## src/hw/rtl/b3lif_pkg.sv

```systemverilog
// package for the binary 3x3 lookup-table image filter
// widths, codes, step and result types, and the table bit select shared by all modules
// no dependencies
package b3lif_pkg;

    localparam int MAX_WIDTH   = 128;
    localparam int ADDR_W      = (MAX_WIDTH > 1) ? $clog2(MAX_WIDTH) : 1;
    localparam int COL_W       = $clog2(MAX_WIDTH + 2);
    localparam int LUT_WORDS   = 8;
    localparam int LUT_WORD_W  = 64;
    localparam int IDX_W       = 9;
    localparam int CFG_IDX_W   = 3;
    localparam int CFG_DATA_W  = 64;
    localparam int FIFO_DEPTH  = 3;
    localparam int FIFO_PTR_W  = $clog2(FIFO_DEPTH);
    localparam int FIFO_CNT_W  = $clog2(FIFO_DEPTH + 1);

    localparam logic ACT_PIXEL = 1'b0;
    localparam logic ACT_DRAIN = 1'b1;

    localparam logic [IDX_W-1:0] IDX_ALL_CLEAR = '0;
    localparam logic [IDX_W-1:0] IDX_ALL_SET   = '1;

    typedef enum logic [1:0] {
        SRC_BG     = 2'd0,
        SRC_UPPER  = 2'd1,
        SRC_MIDDLE = 2'd2
    } src_t;

    typedef logic [LUT_WORDS-1:0][LUT_WORD_W-1:0] lut_t;

    // one window column step: shift in a column, look up, emit one item
    typedef struct packed {
        logic              valid;
        logic              win_clear;
        logic              bg;
        src_t              top_src;
        src_t              mid_src;
        logic              bot_bit;
        logic              row_end;
        logic              frame_end;
        logic              wr_en;
        logic [ADDR_W-1:0] wr_addr;
        logic              wr_pix;
    } step_t;

    typedef struct packed {
        logic pixel;
        logic row_end;
        logic frame_end;
    } res_t;

    function automatic logic lut_bit(lut_t lut, logic [IDX_W-1:0] idx);
        lut_bit = lut[idx[8:6]][idx[5:0]];
    endfunction

endpackage

```

## src/hw/rtl/b3lif_line_buf.sv

```systemverilog
// two line buffers holding the two input rows above the current one
// one read address and one write address per cycle, read data registered
// depends on b3lif_pkg
module b3lif_line_buf
    import b3lif_pkg::*;
(
    input  logic              clk,
    input  logic              rd_en,
    input  logic [ADDR_W-1:0] rd_addr,
    input  logic              wr_en,
    input  logic [ADDR_W-1:0] wr_addr,
    input  logic              wr_upper,
    input  logic              wr_middle,
    output logic              upper_rd,
    output logic              middle_rd
);

    logic upper_mem  [MAX_WIDTH];
    logic middle_mem [MAX_WIDTH];
    logic upper_rd_reg;
    logic middle_rd_reg;

    always_ff @(posedge clk)
    begin
        if (wr_en)
        begin
            upper_mem[wr_addr]  <= wr_upper;
            middle_mem[wr_addr] <= wr_middle;
        end
    end

    always_ff @(posedge clk)
    begin
        if (rd_en)
        begin
            upper_rd_reg  <= upper_mem[rd_addr];
            middle_rd_reg <= middle_mem[rd_addr];
        end
    end

    assign upper_rd  = upper_rd_reg;
    assign middle_rd = middle_rd_reg;

endmodule

```

## src/hw/rtl/b3lif_seq.sv

```systemverilog
// item sequencer: turns pixel and drain items into window column steps
// tracks columns, rows, row width, drain position and the background bit
// depends on b3lif_pkg
module b3lif_seq
    import b3lif_pkg::*;
(
    input  logic                  clk,
    input  logic                  rst_n,
    input  logic                  in_valid,
    output logic                  in_ready,
    input  logic                  action,
    input  logic                  pixel_in,
    input  logic                  row_end_in,
    input  logic                  frame_end_in,
    input  lut_t                  lut,
    input  logic [FIFO_CNT_W-1:0] fifo_count,
    input  logic                  b_busy,
    output step_t                 step,
    output logic                  rd_en,
    output logic [ADDR_W-1:0]     rd_addr
);

    logic [ADDR_W-1:0] col_reg,        col_next;
    logic [COL_W-1:0]  row_width_reg,  row_width_next;
    logic [1:0]        rows_seen_reg,  rows_seen_next;
    logic              bg_reg,         bg_next;
    logic              drain_active_reg, drain_active_next;
    logic              drain_row_reg,  drain_row_next;
    logic [COL_W-1:0]  drain_col_reg,  drain_col_next;
    logic [1:0]        pend_reg,       pend_next;

    logic                space_ok;
    logic                accept;
    logic [FIFO_CNT_W:0] in_flight;
    logic                row_done;
    logic                in_range;
    logic                drain_row_end;
    src_t                upper_src;
    src_t                middle_src;

    assign in_flight = {1'b0, fifo_count} + {{FIFO_CNT_W{1'b0}}, b_busy};
    assign space_ok  = in_flight < (FIFO_CNT_W + 1)'(FIFO_DEPTH);
    assign in_ready  = space_ok && (pend_reg == 2'd0);
    assign accept    = in_valid && in_ready;

    assign row_done      = row_end_in || frame_end_in || (col_reg == ADDR_W'(MAX_WIDTH - 1));
    assign in_range      = drain_col_reg < row_width_reg;
    assign drain_row_end = drain_col_reg == (row_width_reg + COL_W'(1));
    assign upper_src     = (rows_seen_reg >= 2'd2) ? SRC_UPPER : SRC_BG;
    assign middle_src    = (rows_seen_reg >= 2'd1) ? SRC_MIDDLE : SRC_BG;

    always_comb
    begin
        col_next          = col_reg;
        row_width_next    = row_width_reg;
        rows_seen_next    = rows_seen_reg;
        bg_next           = bg_reg;
        drain_active_next = drain_active_reg;
        drain_row_next    = drain_row_reg;
        drain_col_next    = drain_col_reg;
        pend_next         = pend_reg;
        step              = '0;
        step.bg           = bg_reg;
        step.bot_bit      = bg_reg;
        step.top_src      = SRC_BG;
        step.mid_src      = SRC_BG;
        rd_en             = 1'b0;
        rd_addr           = col_reg;

        if (pend_reg != 2'd0)
        begin
            // border columns right of a finished row
            if (space_ok)
            begin
                step.valid   = 1'b1;
                step.row_end = (pend_reg == 2'd1);
                pend_next    = pend_reg - 2'd1;
            end
        end
        else if (accept)
        begin
            unique case (action)
                ACT_PIXEL:
                begin
                    if (!drain_active_reg)
                    begin
                        step.valid     = 1'b1;
                        step.win_clear = (col_reg == '0);
                        step.top_src   = upper_src;
                        step.mid_src   = middle_src;
                        step.bot_bit   = pixel_in;
                        step.wr_en     = 1'b1;
                        step.wr_addr   = col_reg;
                        step.wr_pix    = pixel_in;
                        rd_en          = 1'b1;
                        rd_addr        = col_reg;
                        if (row_done)
                        begin
                            pend_next      = 2'd2;
                            row_width_next = COL_W'(col_reg) + COL_W'(1);
                            col_next       = '0;
                            rows_seen_next = (rows_seen_reg == 2'd2) ? 2'd2
                                                                     : rows_seen_reg + 2'd1;
                            if (frame_end_in)
                            begin
                                drain_active_next = 1'b1;
                                drain_row_next    = 1'b0;
                                drain_col_next    = '0;
                            end
                        end
                        else
                        begin
                            col_next = col_reg + ADDR_W'(1);
                        end
                    end
                end
                ACT_DRAIN:
                begin
                    if (drain_active_reg)
                    begin
                        step.valid     = 1'b1;
                        step.win_clear = (drain_col_reg == '0);
                        step.row_end   = drain_row_end;
                        step.frame_end = drain_row_end && drain_row_reg;
                        rd_en          = in_range;
                        rd_addr        = drain_col_reg[ADDR_W-1:0];
                        if (in_range)
                        begin
                            if (drain_row_reg)
                            begin
                                step.top_src = (rows_seen_reg >= 2'd1) ? SRC_MIDDLE : SRC_BG;
                            end
                            else
                            begin
                                step.top_src = upper_src;
                                step.mid_src = middle_src;
                            end
                        end
                        if (drain_row_end)
                        begin
                            drain_col_next = '0;
                            drain_row_next = 1'b1;
                        end
                        else
                        begin
                            drain_col_next = drain_col_reg + COL_W'(1);
                        end
                        if (drain_row_end && drain_row_reg)
                        begin
                            drain_active_next = 1'b0;
                            bg_next           = bg_reg ? lut_bit(lut, IDX_ALL_SET)
                                                       : lut_bit(lut, IDX_ALL_CLEAR);
                            rows_seen_next    = 2'd0;
                            col_next          = '0;
                        end
                    end
                end
                default:
                begin
                end
            endcase
        end
    end

    always_ff @(posedge clk or negedge rst_n)
    begin
        if (!rst_n)
        begin
            col_reg          <= '0;
            row_width_reg    <= '0;
            rows_seen_reg    <= 2'd0;
            bg_reg           <= 1'b0;
            drain_active_reg <= 1'b0;
            drain_row_reg    <= 1'b0;
            drain_col_reg    <= '0;
            pend_reg         <= 2'd0;
        end
        else
        begin
            col_reg          <= col_next;
            row_width_reg    <= row_width_next;
            rows_seen_reg    <= rows_seen_next;
            bg_reg           <= bg_next;
            drain_active_reg <= drain_active_next;
            drain_row_reg    <= drain_row_next;
            drain_col_reg    <= drain_col_next;
            pend_reg         <= pend_next;
        end
    end

    // a frame-ending pixel owes two border columns and arms the drain
    assert property (@(posedge clk) disable iff (!rst_n)
        accept && (action == ACT_PIXEL) && !drain_active_reg && frame_end_in
        |=> drain_active_reg && (pend_reg == 2'd2))
        else $error("frame end did not arm the drain");

    assert property (@(posedge clk) disable iff (!rst_n)
        drain_active_reg |-> drain_col_reg <= (row_width_reg + COL_W'(1)))
        else $error("drain column past the border");

endmodule

```

## src/hw/rtl/b3lif_window.sv

```systemverilog
// 3x3 window stage: shifts in one column per step and looks up the table
// also writes back the line buffers for pixel steps
// depends on b3lif_pkg
module b3lif_window
    import b3lif_pkg::*;
(
    input  logic              clk,
    input  logic              rst_n,
    input  step_t             step_in,
    input  lut_t              lut,
    input  logic              upper_rd,
    input  logic              middle_rd,
    output logic              b_busy,
    output logic              push,
    output res_t              res,
    output logic              wr_en,
    output logic [ADDR_W-1:0] wr_addr,
    output logic              wr_upper,
    output logic              wr_middle
);

    step_t            step_reg;
    logic [IDX_W-1:0] window_reg;
    logic [IDX_W-1:0] window_next;
    logic [IDX_W-1:0] base;
    logic             top_bit;
    logic             mid_bit;

    always_comb
    begin
        unique case (step_reg.top_src)
            SRC_UPPER:  top_bit = upper_rd;
            SRC_MIDDLE: top_bit = middle_rd;
            SRC_BG:     top_bit = step_reg.bg;
            default:    top_bit = step_reg.bg;
        endcase
        mid_bit     = (step_reg.mid_src == SRC_MIDDLE) ? middle_rd : step_reg.bg;
        base        = step_reg.win_clear ? {IDX_W{step_reg.bg}} : window_reg;
        window_next = {base[7:6], top_bit, base[4:3], mid_bit, base[1:0], step_reg.bot_bit};
    end

    always_ff @(posedge clk or negedge rst_n)
    begin
        if (!rst_n)
        begin
            step_reg   <= '0;
            window_reg <= '0;
        end
        else
        begin
            step_reg <= step_in;
            if (step_reg.valid)
            begin
                window_reg <= window_next;
            end
        end
    end

    assign b_busy        = step_reg.valid;
    assign push          = step_reg.valid;
    assign res.pixel     = lut_bit(lut, window_next);
    assign res.row_end   = step_reg.row_end;
    assign res.frame_end = step_reg.frame_end;
    assign wr_en         = step_reg.valid && step_reg.wr_en;
    assign wr_addr       = step_reg.wr_addr;
    assign wr_upper      = middle_rd;
    assign wr_middle     = step_reg.wr_pix;

    assert property (@(posedge clk) disable iff (!rst_n)
        step_reg.valid && step_reg.frame_end |-> step_reg.row_end)
        else $error("frame end item does not close a row");

endmodule

```

## src/hw/rtl/b3lif_out_fifo.sv

```systemverilog
// three-entry result queue between the window stage and the output port
// fill count gives a registered ready: one item per cycle while out_ready is high
// depends on b3lif_pkg
module b3lif_out_fifo
    import b3lif_pkg::*;
(
    input  logic                  clk,
    input  logic                  rst_n,
    input  logic                  push,
    input  res_t                  push_data,
    output logic                  out_valid,
    input  logic                  out_ready,
    output res_t                  head,
    output logic [FIFO_CNT_W-1:0] count
);

    res_t                  fifo_mem [FIFO_DEPTH];
    logic [FIFO_PTR_W-1:0] wr_ptr_reg, wr_ptr_next;
    logic [FIFO_PTR_W-1:0] rd_ptr_reg, rd_ptr_next;
    logic [FIFO_CNT_W-1:0] count_reg,  count_next;
    logic                  pop;

    assign pop       = out_valid && out_ready;
    assign out_valid = count_reg != '0;
    assign head      = fifo_mem[rd_ptr_reg];
    assign count     = count_reg;

    always_comb
    begin
        wr_ptr_next = wr_ptr_reg;
        rd_ptr_next = rd_ptr_reg;
        count_next  = count_reg;
        if (push)
        begin
            wr_ptr_next = (wr_ptr_reg == FIFO_PTR_W'(FIFO_DEPTH - 1)) ? '0
                                                                      : wr_ptr_reg + FIFO_PTR_W'(1);
        end
        if (pop)
        begin
            rd_ptr_next = (rd_ptr_reg == FIFO_PTR_W'(FIFO_DEPTH - 1)) ? '0
                                                                      : rd_ptr_reg + FIFO_PTR_W'(1);
        end
        if (push && !pop)
        begin
            count_next = count_reg + FIFO_CNT_W'(1);
        end
        else if (pop && !push)
        begin
            count_next = count_reg - FIFO_CNT_W'(1);
        end
    end

    always_ff @(posedge clk)
    begin
        if (push)
        begin
            fifo_mem[wr_ptr_reg] <= push_data;
        end
    end

    always_ff @(posedge clk or negedge rst_n)
    begin
        if (!rst_n)
        begin
            wr_ptr_reg <= '0;
            rd_ptr_reg <= '0;
            count_reg  <= '0;
        end
        else
        begin
            wr_ptr_reg <= wr_ptr_next;
            rd_ptr_reg <= rd_ptr_next;
            count_reg  <= count_next;
        end
    end

    assert property (@(posedge clk) disable iff (!rst_n)
        push |-> (count_reg < FIFO_CNT_W'(FIFO_DEPTH)) || pop)
        else $error("result queue overflow");

endmodule

```

## src/hw/rtl/binary_3x3_lut_image_filter.sv

```systemverilog
// top level of the binary 3x3 lookup-table image filter
// holds the table registers and joins sequencer, line buffers, window stage and result queue
// depends on b3lif_pkg and the b3lif_* modules
//
// Takes a raster stream of binary pixels (action = 0) with row and frame end marks and
// emits the filtered frame grown by one pixel on every side; each output pixel is the
// table entry picked by its 3x3 neighborhood, top-left as index bit 8, with pixels outside
// the frame reading as the background bit. After the frame end pixel, send 2*(W+2) drain
// items (action = 1) to flush the last two output rows; the final one carries frame_end_out
// and updates the background from table entry 511 or 0. Pixels sent while a drain is owed,
// and drains sent when none is owed, are taken and dropped. One item is taken per clock
// while the result queue has room; a row-ending pixel also holds off input for its two
// border columns, as the single window and lookup stage produces one result per clock.
// An item's first result passes the window stage register and the result queue before
// it is offered. Rows are at most 128 pixels; a longer row is cut there.
// Table registers 0 to 7 hold entries 64*i to 64*i+63; the user must write them only while idle (not enforced).
module binary_3x3_lut_image_filter
    import b3lif_pkg::*;
(
    input  logic                  clk,
    input  logic                  rst_n,
    input  logic                  cfg_wr_en,
    input  logic [CFG_IDX_W-1:0]  cfg_index,
    input  logic [CFG_DATA_W-1:0] cfg_data,
    input  logic                  in_valid,
    output logic                  in_ready,
    input  logic                  action,
    input  logic                  pixel_in,
    input  logic                  row_end_in,
    input  logic                  frame_end_in,
    output logic                  out_valid,
    input  logic                  out_ready,
    output logic                  pixel_out,
    output logic                  row_end_out,
    output logic                  frame_end_out
);

    lut_t                  lut_reg;
    step_t                 step;
    logic                  rd_en;
    logic [ADDR_W-1:0]     rd_addr;
    logic                  upper_rd;
    logic                  middle_rd;
    logic                  b_busy;
    logic                  push;
    res_t                  res;
    res_t                  head;
    logic [FIFO_CNT_W-1:0] fifo_count;
    logic                  wr_en;
    logic [ADDR_W-1:0]     wr_addr;
    logic                  wr_upper;
    logic                  wr_middle;

    always_ff @(posedge clk or negedge rst_n)
    begin
        if (!rst_n)
        begin
            lut_reg <= '0;
        end
        else if (cfg_wr_en)
        begin
            lut_reg[cfg_index] <= cfg_data;
        end
    end

    b3lif_seq u_seq (
        .clk          (clk),
        .rst_n        (rst_n),
        .in_valid     (in_valid),
        .in_ready     (in_ready),
        .action       (action),
        .pixel_in     (pixel_in),
        .row_end_in   (row_end_in),
        .frame_end_in (frame_end_in),
        .lut          (lut_reg),
        .fifo_count   (fifo_count),
        .b_busy       (b_busy),
        .step         (step),
        .rd_en        (rd_en),
        .rd_addr      (rd_addr)
    );

    b3lif_line_buf u_line_buf (
        .clk       (clk),
        .rd_en     (rd_en),
        .rd_addr   (rd_addr),
        .wr_en     (wr_en),
        .wr_addr   (wr_addr),
        .wr_upper  (wr_upper),
        .wr_middle (wr_middle),
        .upper_rd  (upper_rd),
        .middle_rd (middle_rd)
    );

    b3lif_window u_window (
        .clk       (clk),
        .rst_n     (rst_n),
        .step_in   (step),
        .lut       (lut_reg),
        .upper_rd  (upper_rd),
        .middle_rd (middle_rd),
        .b_busy    (b_busy),
        .push      (push),
        .res       (res),
        .wr_en     (wr_en),
        .wr_addr   (wr_addr),
        .wr_upper  (wr_upper),
        .wr_middle (wr_middle)
    );

    b3lif_out_fifo u_out_fifo (
        .clk       (clk),
        .rst_n     (rst_n),
        .push      (push),
        .push_data (res),
        .out_valid (out_valid),
        .out_ready (out_ready),
        .head      (head),
        .count     (fifo_count)
    );

    assign pixel_out     = head.pixel;
    assign row_end_out   = head.row_end;
    assign frame_end_out = head.frame_end;

endmodule
```

## config.mk

```make
export PLATFORM = sky130hd
export DESIGN_NAME = binary_3x3_lut_image_filter
export DESIGN_NICKNAME = d
export VERILOG_FILES = /design/src/hw/rtl/b3lif_pkg.sv /design/src/hw/rtl/b3lif_line_buf.sv /design/src/hw/rtl/b3lif_seq.sv /design/src/hw/rtl/b3lif_window.sv /design/src/hw/rtl/b3lif_out_fifo.sv /design/src/hw/rtl/binary_3x3_lut_image_filter.sv
export SDC_FILE = /design/constraint.sdc
export NUM_CORES = 1
export LEC_CHECK = 0
export BUFFER_PORTS_ARGS = -buffer_cell sky130_fd_sc_hd__buf_2
export CORE_MARGIN = 2
export CORE_UTILIZATION = 44
export DETAILED_ROUTE_END_ITERATION = 6
export HOLD_SLACK_MARGIN = 0.1
export SLEW_MARGIN = 20
export SYNTH_ARGS = -nofsm -noshare
export SYNTH_HDL_FRONTEND = slang
export SYNTH_SLANG_ARGS = --single-unit
export TNS_END_PERCENT = 50
```

## constraint.sdc

```tcl
create_clock -name clk -period 4 [get_ports clk]
set_input_delay 0.4 -clock clk [delete_from_list [all_inputs] [get_ports clk]]
set_output_delay 0.4 -clock clk [all_outputs]
set_load 0.01 [all_outputs]
```

; ---- Word-level counts from Yosys, hierarchy flattened
; Memory sizes are Yosys's and may differ from the RTL's. A register that Yosys moved wholly into a read port is not among the register bits.
; Index checks and enable logic that the tools add are counted.
[classes]
bitwise_logic = 3
add_sub_neg = 11
n_reduce_logical = 28
n_lt_le_gt_ge = 8
eq_ne = 18
mux = 88
[op_table]
columns = operator, count
row1 = $bwmux W512, 1
row2 = $bmux W64 S3, 1
row3 = $demux W64 S3, 1
row4 = $mux W64, 2
row5 = $mux W7, 7
row6 = $mux W8, 6
row7 = $mux W2, 23
row8 = $mux W1, 28
row9 = $pmux W7 S2, 2
row10 = $reduce_and A5 Y1, 4
row11 = $mux W9, 2
row12 = $add A8 B1 Y8 const B, 2
row13 = $mux W16, 1
row14 = $pmux W8 S2, 1
row15 = $ne A2 B1 Y1 const B, 6
row16 = $reduce_and A6 Y1, 2
row17 = $eq A2 B2 Y1 const B, 5
row18 = $mux W10, 1
row19 = $mux W5, 2
row20 = $reduce_bool A2 Y1, 5
row21 = $add A2 B1 Y2 const B, 4
row22 = $add A7 B1 Y8 const B, 1
row23 = $eq A8 B8 Y1, 1
row24 = $logic_and A1 B1 Y1, 8
row25 = other kinds (26), 40
[totals]
word_cells = 190
ff_bits = 575
memories = 3
mem_bits_rw = 265
[memory_table]
columns = memory, depth, word_bits, rd, rd_clocked_by_memory_dff, wr, line_no
row1 = u_line_buf.middle_mem, 128, 1, 1, 1, 1, b3lif_line_buf.sv:19  ; logic middle_mem [MAX_WIDTH];
row2 = u_line_buf.upper_mem, 128, 1, 1, 1, 1, b3lif_line_buf.sv:18  ; logic upper_mem [MAX_WIDTH];
row3 = u_out_fifo.fifo_mem, 3, 3, 1, 0, 1, b3lif_out_fifo.sv:17  ; res_t fifo_mem [FIFO_DEPTH];

; ---- Logic depth before layout (Yosys ltp)
; Gate-level depths: netlist (run 1).
[logic_depth]
ltp_word = 8
ltp_mapped = 15
depth_no_buf = 10

; ---- Cells and area by module
; A second synthesis (run 1) with hierarchy kept.
[unflattened]
cells_unflattened = 2834
hier_area_um2 = 38416.8
[by_module_without_submodules]
columns = module, instances, cells_each, area_each_um2
row1 = binary_3x3_lut_image_filter, 1, 1087, 19177.1
row2 = b3lif_line_buf, 1, 598, 10567.6
row3 = b3lif_window, 1, 817, 5531.6
row4 = b3lif_seq, 1, 287, 2519.9
row5 = b3lif_out_fifo, 1, 45, 620.6

; ---- Least setup slack after synthesis (run 1)
; OpenSTA, ideal clock, no wires.
[synth_path]
path_type = register -> register
start = register u_line_buf.middle_rd_reg, in the netlist u_line_buf.middle_rd, read port of u_line_buf.middle_mem
end = memory u_out_fifo.fifo_mem[0][2] (netlist name) (data pin)
setup_time_ps = 282
n_path_buf = 4
path_stages_with_launch = 11
t_arrival_ps = 4121
path_slack_ps = -403
cell_sequence = edfxtp_1 -> a221o_1 -> buf_4 -> nand2_8 -> buf_12 -> buf_12 -> buf_12 -> mux4_2 -> a211oi_1 -> a211oi_1 -> or4_1
[synth_lines]
columns = element, line_no
row1 = start: declaration, b3lif_line_buf.sv:21  ; logic middle_rd_reg;
row2 = end: declaration, b3lif_out_fifo.sv:17

==> flow_summary_export.csv, run 1 <==
group,metric,value,unit
global_routing,antenna_found_initial,8,
sta,setup_violations,0,
worst_setup_path,crit_start,"u_window.step_reg[14]",
power_and_ir_drop,peakVddDrop,0.3476,mV
detailed_routing,routed_wl,107.9,mm
placement,gp_congestion,0.9267,
die,dieHeight,299.0,um
cells_and_area,final_layout_size_suffix_gt1_share,31.13,%
worst_setup_path,worstPathArrival,4190,ps
sta,tightest_slew,1104,ps
worst_setup_path,worst-path-buf-inv,2,
yosys,syn_avg_cell_area,13.30,sq um
global_routing,grt_pass1_vias,26790,
sta,post-route-period-util,96.47,%
worst_setup_path,regToRegSetupSlack,140,ps
cts,clk_pin_slew,60,ps
yosys,synth_compound_area_share,8.245,%
worst_setup_path,startpoint_type,"flop",
power_and_ir_drop,leakagePower,17.91,nW
worst_setup_path,crit_type,"reg -> reg",
worst_setup_path,path_max_fanout,42,
yosys,synth_area,38290,sq um
sta,slew_viol_final,0,
cells_and_area,area_growth,15.47,%
power_and_ir_drop,power_density,572.0,nW/um^2
sta,period_needed,3859,ps
cts,cts_buffers,91,
worst_setup_path,slowest_stage,"or4_1",
yosys,synth_top_area_share,37.39,%
global_routing,grtUsageTotal,24.08,%
cells_and_area,instances_no_fill,4285,
yosys,async_reset_ff_share,68.18,%
yosys,synth_nets,2981,
yosys,yosysUniqueCellTypes,94,
placement,io_buffers,80,
cells_and_area,largest_register_ffs,512,
yosys,synth-adder-area-share,0.8497,%
hold_path,hold_end,"lut_reg[498]",
worst_setup_path,cp_data_required_time,4330,ps
hold_path,hold_class,"in -> reg",
worst_setup_path,r2r_cells,11,
die,num_rows,108,
cts,insertion_delay,650,ps
yosys,netlist_instances,2879,
hold_path,hp-start,"cfg_data[50]",
yosys,synth_area_leaders,"dfrtp_1 37%, edfxtp_1 21%, mux2_2 15%",
cts,clock_path_buffers,3,
global_routing,overflow,0,
placement,place_inst,4076,
yosys,synth_ff_type,"dfrtp_1",
die,dieWidth,299.0,um
cts,cts_tree,"done",
power_and_ir_drop,total_power,0.02529,W
placement,dp_hpwl,69.10,mm
die,io_pins,81,
global_routing,grt_max_degree,98,
sta,setup_tns,0,ps
cts,numClockSinks,839,
cts,root_buffer,"clkbuf_16",
sta,hold_viol,0,
hold_path,holdPathStages,2,
yosys,synth-seq-area-share,58.33,%
cells_and_area,final_nets,3160,
detailed_routing,vias,25640,
cts,htree_num_levels,3,
placement,place_area,40740,sq um
yosys,yosys.area.top_type,"dfrtp_1",
detailed_routing,viasPerCell,5.985,
detailed_routing,postRouteAntennaNets,0,
detailed_routing,post_drt_wl_per_cell,25.19,um
worst_setup_path,cp-end-kind,"flop",
sta,slew_headroom,26.40,%
worst_setup_path,r2r_end,"u_out_fifo.fifo_mem[1][2]",
worst_setup_path,crit_family,"simple AND/OR/NAND/NOR gates",
sta,timing.fmax,259.1,MHz
die,core_area,86480,sq um
detailed_routing,drt-pass1-iter-count,7,
worst_setup_path,rr_startpoint,"u_window.step_reg[14]",
yosys,ys_ff_latch,839,
worst_setup_path,worstPathCellList,"inv_1 -> ha_1 -> a221o_2 -> nand2_8 -> buf_12 -> mux4_1 -> o22a_1 -> nand3_1 -> a221o_1 -> a211oi_1 -> or4_1",
yosys,synth_xor_area_share,0.2745,%
detailed_routing,dr.first_iter.drc_count,2142,
yosys,yosysWarnings,0,
sta,rsz0062_at_grt,"no",
die,dieArea,89390,sq um
job,cap_violations,0,
global_routing,grt_pass1_wl,165.6,mm
cts,cts_setup_buffers,0,
die,start_util,44.27,%
worst_setup_path,max_stage_delay,630,ps
yosys,synth_top_family_by_area,"multiplexers",
cells_and_area,stdcell_area,44210,sq um
outcome,outcome,"finished clean",
yosys,synthMuxAreaShare,21.26,%
yosys,synthSimpleGateAreaFrac,8.376,%
detailed_routing,route.detailed.drc,0,
yosys,synth-edff-count,267,
sta,finClkSkew,18.72,ps
-- power by group --
group | total, W | switching, W | internal [W] | leakage [nW]
sequential | 0.0110 | 0.000751 | 0.0102 | 9.52
combinational | 0.00589 | 0.00318 | 0.00272 | 6.90
clock | 0.00845 | 0.00344 | 0.00501 | 1.49
total | 0.0253 | 0.00737 | 0.0179 | 17.9
-- what timing repair did --
action	4_1_cts	5_1_grt
resized for setup	0	1
hold endpoints to repair	326	0
setup endpoints to repair	0	1
hold buffers	44	0
-- cell type report --
class                   instances  area [sq um]
multi-input cells            1829         15010
diodes                          1         2.502
fillers                      7428         42270
repair buffers                269          2300
clock inverters                29         257.7
inverters                      28         105.1
well taps                    1155          1445
flip-flops and latches        839         22330
clock buffers                 135          2758
-- worst reg2reg max path, delay by kind of cell, from the launching register on --
family | cells | cell delay, ps
simple gates | 3 | 1010
compound gates | 4 | 870
mux | 1 | 650
flops | 1 | 350
buf+inv | 2 | 350
fa+ha+maj | 1 | 330
-- synth_stat cells, types with 15 or more instances --
cell / instances
a211oi_1: 33
a21oi_1: 67
a31oi_1: 31
a32oi_1: 50
and2_1: 19
and3_1: 27
buf_2: 37
clkbuf_1: 118
dfrtp_1: 572
edfxtp_1: 267
ha_1: 26
inv_1: 27
mux2_2: 519
mux2i_1: 93
mux4_2: 45
nand2_1: 252
nand2b_1: 16
nand3_1: 66
nand4_1: 17
nor2_1: 181
nor3_1: 15
o21ai_0: 69
o22ai_1: 27
o31ai_1: 16
-- worst max-delay path by stage --
stage,to,slack [ps],cells after the start
global route,u_line_buf.middle_rd,2,11
detailed placement,u_out_fifo.fifo_mem[1][2],100,11
CTS,u_out_fifo.fifo_mem[0][2],90,11
floorplan,u_out_fifo.fifo_mem[0][2],-400,10
global placement,u_out_fifo.fifo_mem[2][2],140,11
finish,u_out_fifo.fifo_mem[1][2],140,11
-- cell families after synthesis --
family	Yosys count
adder cells (fa/ha/maj)	26
flip-flops	839
AO/OA/AOI/OAI	440
AND/OR/NAND/NOR	680
multiplexers	671
buffers and inverters	211
XOR/XNOR	12
-- routing by layer --
layer	track usage (%)	up-vias	wire [um]
met5	0	-	66
met4	7.536	10	3106
met3	4.108	227	6678
met2	39.74	864	52100
met1	32.57	13380	45980
li1	-	11160	-
-- placed cells by master, fill, tap and decap left out, drive strengths merged, types with 8 or more instances in the layout --
| cell | count |
|---|---|
| o21ai | 71 |
| nand3b | 11 |
| a22oi | 12 |
| clkbuf | 135 |
| nor2b | 13 |
| o22a | 12 |
| nand3 | 68 |
| nand2b | 16 |
| and3 | 27 |
| nor2 | 181 |
| nand4 | 17 |
| a211oi | 34 |
| mux2i | 94 |
| nand4b | 8 |
| dlygate4sd3 | 44 |
| a31oi | 31 |
| a21oi | 68 |
| edfxtp | 267 |
| nor4 | 13 |
| a32o | 9 |
| nor3 | 17 |
| a21o | 14 |
| ha | 26 |
| clkinv | 21 |
| and2 | 20 |
| nand2 | 255 |
| a32oi | 50 |
| o31ai | 17 |
| a22o | 10 |
| mux4 | 57 |
| buf | 225 |
| inv | 29 |
| o22ai | 27 |
| a21boi | 12 |
| mux2 | 520 |
| dfrtp | 572 |
-- through the flow --
| step | setup WS (ps) | util (%) | hold WS (ps) |
|---|---|---|---|
| after floorplan | -403.3 | - | 104.4 |
| after global placement | 141.6 | 47.02 | 449.3 |
| after detailed placement | 101.3 | 47.11 | 453.3 |
| after CTS | 92.58 | 51.11 | 100.0 |
| after global routing | 1.684 | 51.12 | 107.9 |
| final | 141.1 | 51.12 | 121.6 |
Power figures use the tool's default switching activity.
==> inputs of run 2 (changes only) <==
ABC_AREA = 1   (was not set)
==> run 2 against run 1 <==
  * Count of clock-buffer cells in the layout is 11 higher
  * Clock skew is 9.4 ps higher
  * Die area is 4.9% higher
  * Clock power is 4.6% higher
  * Area after synthesis is 5.0% higher
  * Routed wire length is 2.7% higher
  * First-iteration DRC count is 28% higher
  * Fmax is 11% higher
  * Critical endpoint is now u_line_buf.upper_rd
  * Largest cell class unchanged
  * Largest power group unchanged
==> flow_summary_export.csv, run 2 <==
group,metric,value,unit
detailed_routing,route.detailed.drc,0,
placement,io_buffers,80,
yosys,syn_avg_cell_area,8.340,sq um
cts,clock_path_buffers,3,
sta,finClkSkew,28.09,ps
yosys,synth-seq-area-share,55.56,%
yosys,yosysMostFrequentCell,"nand2_1",
outcome,outcome,"finished clean",
cts,cts_buffers,96,
placement,place_inst,5843,
power_and_ir_drop,seqPwrFrac,40.0,%
sta,rsz0062_at_grt,"no",
hold_path,hold_end,"u_out_fifo.rd_ptr_reg[0]",
detailed_routing,drt-pass1-iter-count,6,
yosys,synth_top_area_share,35.61,%
global_routing,grt_pass1_vias,31310,
global_routing,grt_max_degree,131,
placement,pre_cts_slack,533.0,ps
cts,cts_setup_buffers,0,
worst_setup_path,r2r_cells,17,
power_and_ir_drop,p_int,0.01770,W
worst_setup_path,regToRegSetupSlack,530,ps
hold_path,hp-start,"out_ready",
placement,place_area,41760,sq um
power_and_ir_drop,power_density,583.5,nW/um^2
cts,root_buffer,"clkbuf_16",
yosys,yosysWarnings,0,
job,cap_violations,0,
sta,tightest_slew,1127,ps
worst_setup_path,cp-end-kind,"flop",
cells_and_area,instances_no_fill,6090,
hold_path,hold_class,"in -> reg",
cells_and_area,final_layout_size_suffix_gt1_share,6.858,%
yosys,synth_nets,4921,
power_and_ir_drop,pwr-share-clk,33.2,%
cells_and_area,layout_commonest_cell,"nand2_1",
worst_setup_path,rr_startpoint,"u_out_fifo.count[0]",
die,core_area,90290,sq um
die,dieHeight,306.2,um
cells_and_area,stdcell_area,45660,sq um
detailed_routing,post_drt_wl_per_cell,18.20,um
placement,dp_hpwl,64.56,mm
yosys,yosys.area.top_type,"dfrtp_1",
die,dieWidth,306.2,um
placement,gp_congestion,0.8296,
sta,slew_headroom,24.68,%
power_and_ir_drop,power_switching,0.008934,W
die,dieArea,93780,sq um
cells_and_area,largest_register_ffs,512,
cells_and_area,area_growth,13.59,%
die,start_util,44.51,%
yosys,synth_ff_type,"dfrtp_1",
global_routing,overflow,0,
sta,slew_viol_final,0,
cells_and_area,num_antenna_cells,0,
worst_setup_path,cp_data_required_time,4420,ps
sta,setup_ws,529.9,ps
detailed_routing,vias,32140,
yosys,synth_common_cells,"1,338 x nand2_1, 746 x nand3_1, 580 x inv_1, 572 x dfrtp_1, 568 x o21ai_0",
cells_and_area,num-fill-cells,8671,
die,num_rows,110,
power_and_ir_drop,netSwitchingFraction,33.54,%
sta,timing.fmax,288.2,MHz
cts,cts_tree,"done",
global_routing,grtUsageTotal,23.92,%
worst_setup_path,worstPathArrival,3890,ps
yosys,netlist_instances,4819,
sta,setup_violations,0,
yosys,synth-edff-count,267,
yosys,synth_area_leaders,"dfrtp_1 36%, edfxtp_1 20%, nand2_1 12%",
cts,numClockSinks,839,
hold_path,holdPathStages,3,
cts,insertion_delay,680,ps
sta,hold_viol,0,
power_and_ir_drop,peakVddDrop,0.4801,mV
sta,period_needed,3470,ps
cts,htree_num_levels,3,
global_routing,antenna_found_initial,0,
die,io_pins,81,
yosys,synth_area,40190,sq um
cells_and_area,final_nets,4935,
global_routing,grt_pass1_wl,177.9,mm
worst_setup_path,startpoint_type,"flop",
worst_setup_path,crit_type,"reg -> reg",
detailed_routing,postRouteAntennaNets,0,
cts,clk_pin_slew,60,ps
detailed_routing,viasPerCell,5.278,
power_and_ir_drop,pwr-share-comb,26.8,%
cells_and_area,mostFrequentLayoutCells,"1,330 x nand2_1, 744 x nand3_1, 580 x inv_1",
detailed_routing,dr.first_iter.drc_count,2749,
yosys,ys_ff_latch,839,
sta,post-route-period-util,86.75,%
power_and_ir_drop,leakagePower,21.08,nW
worst_setup_path,path_max_fanout,36,
yosys,yosysUniqueCellTypes,44,
detailed_routing,routed_wl,110.8,mm
worst_setup_path,r2r_end,"u_line_buf.upper_rd",
yosys,async_reset_ff_share,68.18,%
sta,setup_tns,0,ps
## run 2: cell types whose count changed after synthesis, sizes merged, moves of 72 or more
| cell | previous run | this run |
|---|---|---|
| nand3b | 11 | 102 |
| mux2 | 520 | 1 |
| nand2 | 255 | 1345 |
| mux2i | 94 | 0 |
| inv | 27 | 584 |
| nand3 | 68 | 747 |
| clkbuf | 118 | 190 |
| o21ai | 71 | 580 |
## run 2: cells by family after synthesis
kind of cell,after synthesis,synth area share (%)
simple gates,2402,26.06
buf+inv,891,8.795
flops,839,55.56
compound gates,646,8.437
fa+ha+maj,26,0.8094
xor+xnor,14,0.3051
mux,1,0.02802
## run 2: what timing repair did
item / in CTS / in global routing
resized for setup: 0 / 0
endpoints found under the hold margin: 166 / 0
hold buffers: 67 / 0
## run 2: area by class of cell
type	instances	area, sq um	area share (%)
Clock buffer	146	2851	6.246
Clock inverter	33	341.6	0.7482
Inverter	586	2202	4.823
Multi-Input combinational cell	3089	14460	31.67
Sequential cell	839	22340	48.92
Tap cell	1176	1471	3.223
Timing Repair Buffer	221	1994	4.368
## run 2: worst max-delay path, cell delays in order (launching register included)
cell,delay (ps)
dfrtp_1,400
ha_1,200
ha_1,310
a21oi_4,210
nand3_4,220
nor2_8,310
nand2_1,150
nand2_4,380
buf_12,250
nand2_1,70
nand3_1,70
nand3_1,80
nand3_1,120
nand3_1,120
nand3_1,120
nand2_1,60
nand2_1,60
nand2_1,60
## run 2: power by group through the flow
stage	clock [W]	sequential [W]	combinational, W
5_1_grt	0.00936	0.0108	0.00807
3_5_place_dp	0	0.0108	0.00709
6_report	0.00884	0.0107	0.00714
3_3_place_gp	0	0.0108	0.00700
2_1_floorplan	0	0.0107	0.00491
4_1_cts	0.00899	0.0107	0.00717
## run 2: worst max-delay path by stage
stage	startpoint	to	slack, ps	cells after the start
after floorplan	u_line_buf.middle_rd	u_out_fifo.fifo_mem[0][2]	300	16
after global placement	u_out_fifo.count[0]	u_line_buf.middle_rd	620	17
after detailed placement	u_out_fifo.count[0]	u_line_buf.upper_rd	530	17
after CTS	u_out_fifo.count[0]	u_line_buf.upper_rd	530	17
after global routing	u_out_fifo.count[0]	u_line_buf.upper_rd	260	17
final	u_out_fifo.count[0]	u_line_buf.upper_rd	530	17
## run 2: routing by layer
layer	track usage, %	part of all wire (%)	vias up
met1	33.68	46	15430
met4	7.513	2.9	0
met2	38.36	46	858
li1	-	-	15650
met5	0	0	-
met3	3.380	5.4	204
## run 2: through the flow
stage / total power, W / utilization (%) / hold WS, ps
floorplan: 0.01556 / - / 104.4
global placement: 0.01778 / 46.25 / 364.8
detailed placement: 0.01789 / 46.26 / 364.6
CTS: 0.02681 / 50.54 / 130.3
global route: 0.02823 / 50.57 / 167.9
finish: 0.02664 / 50.57 / 156.4
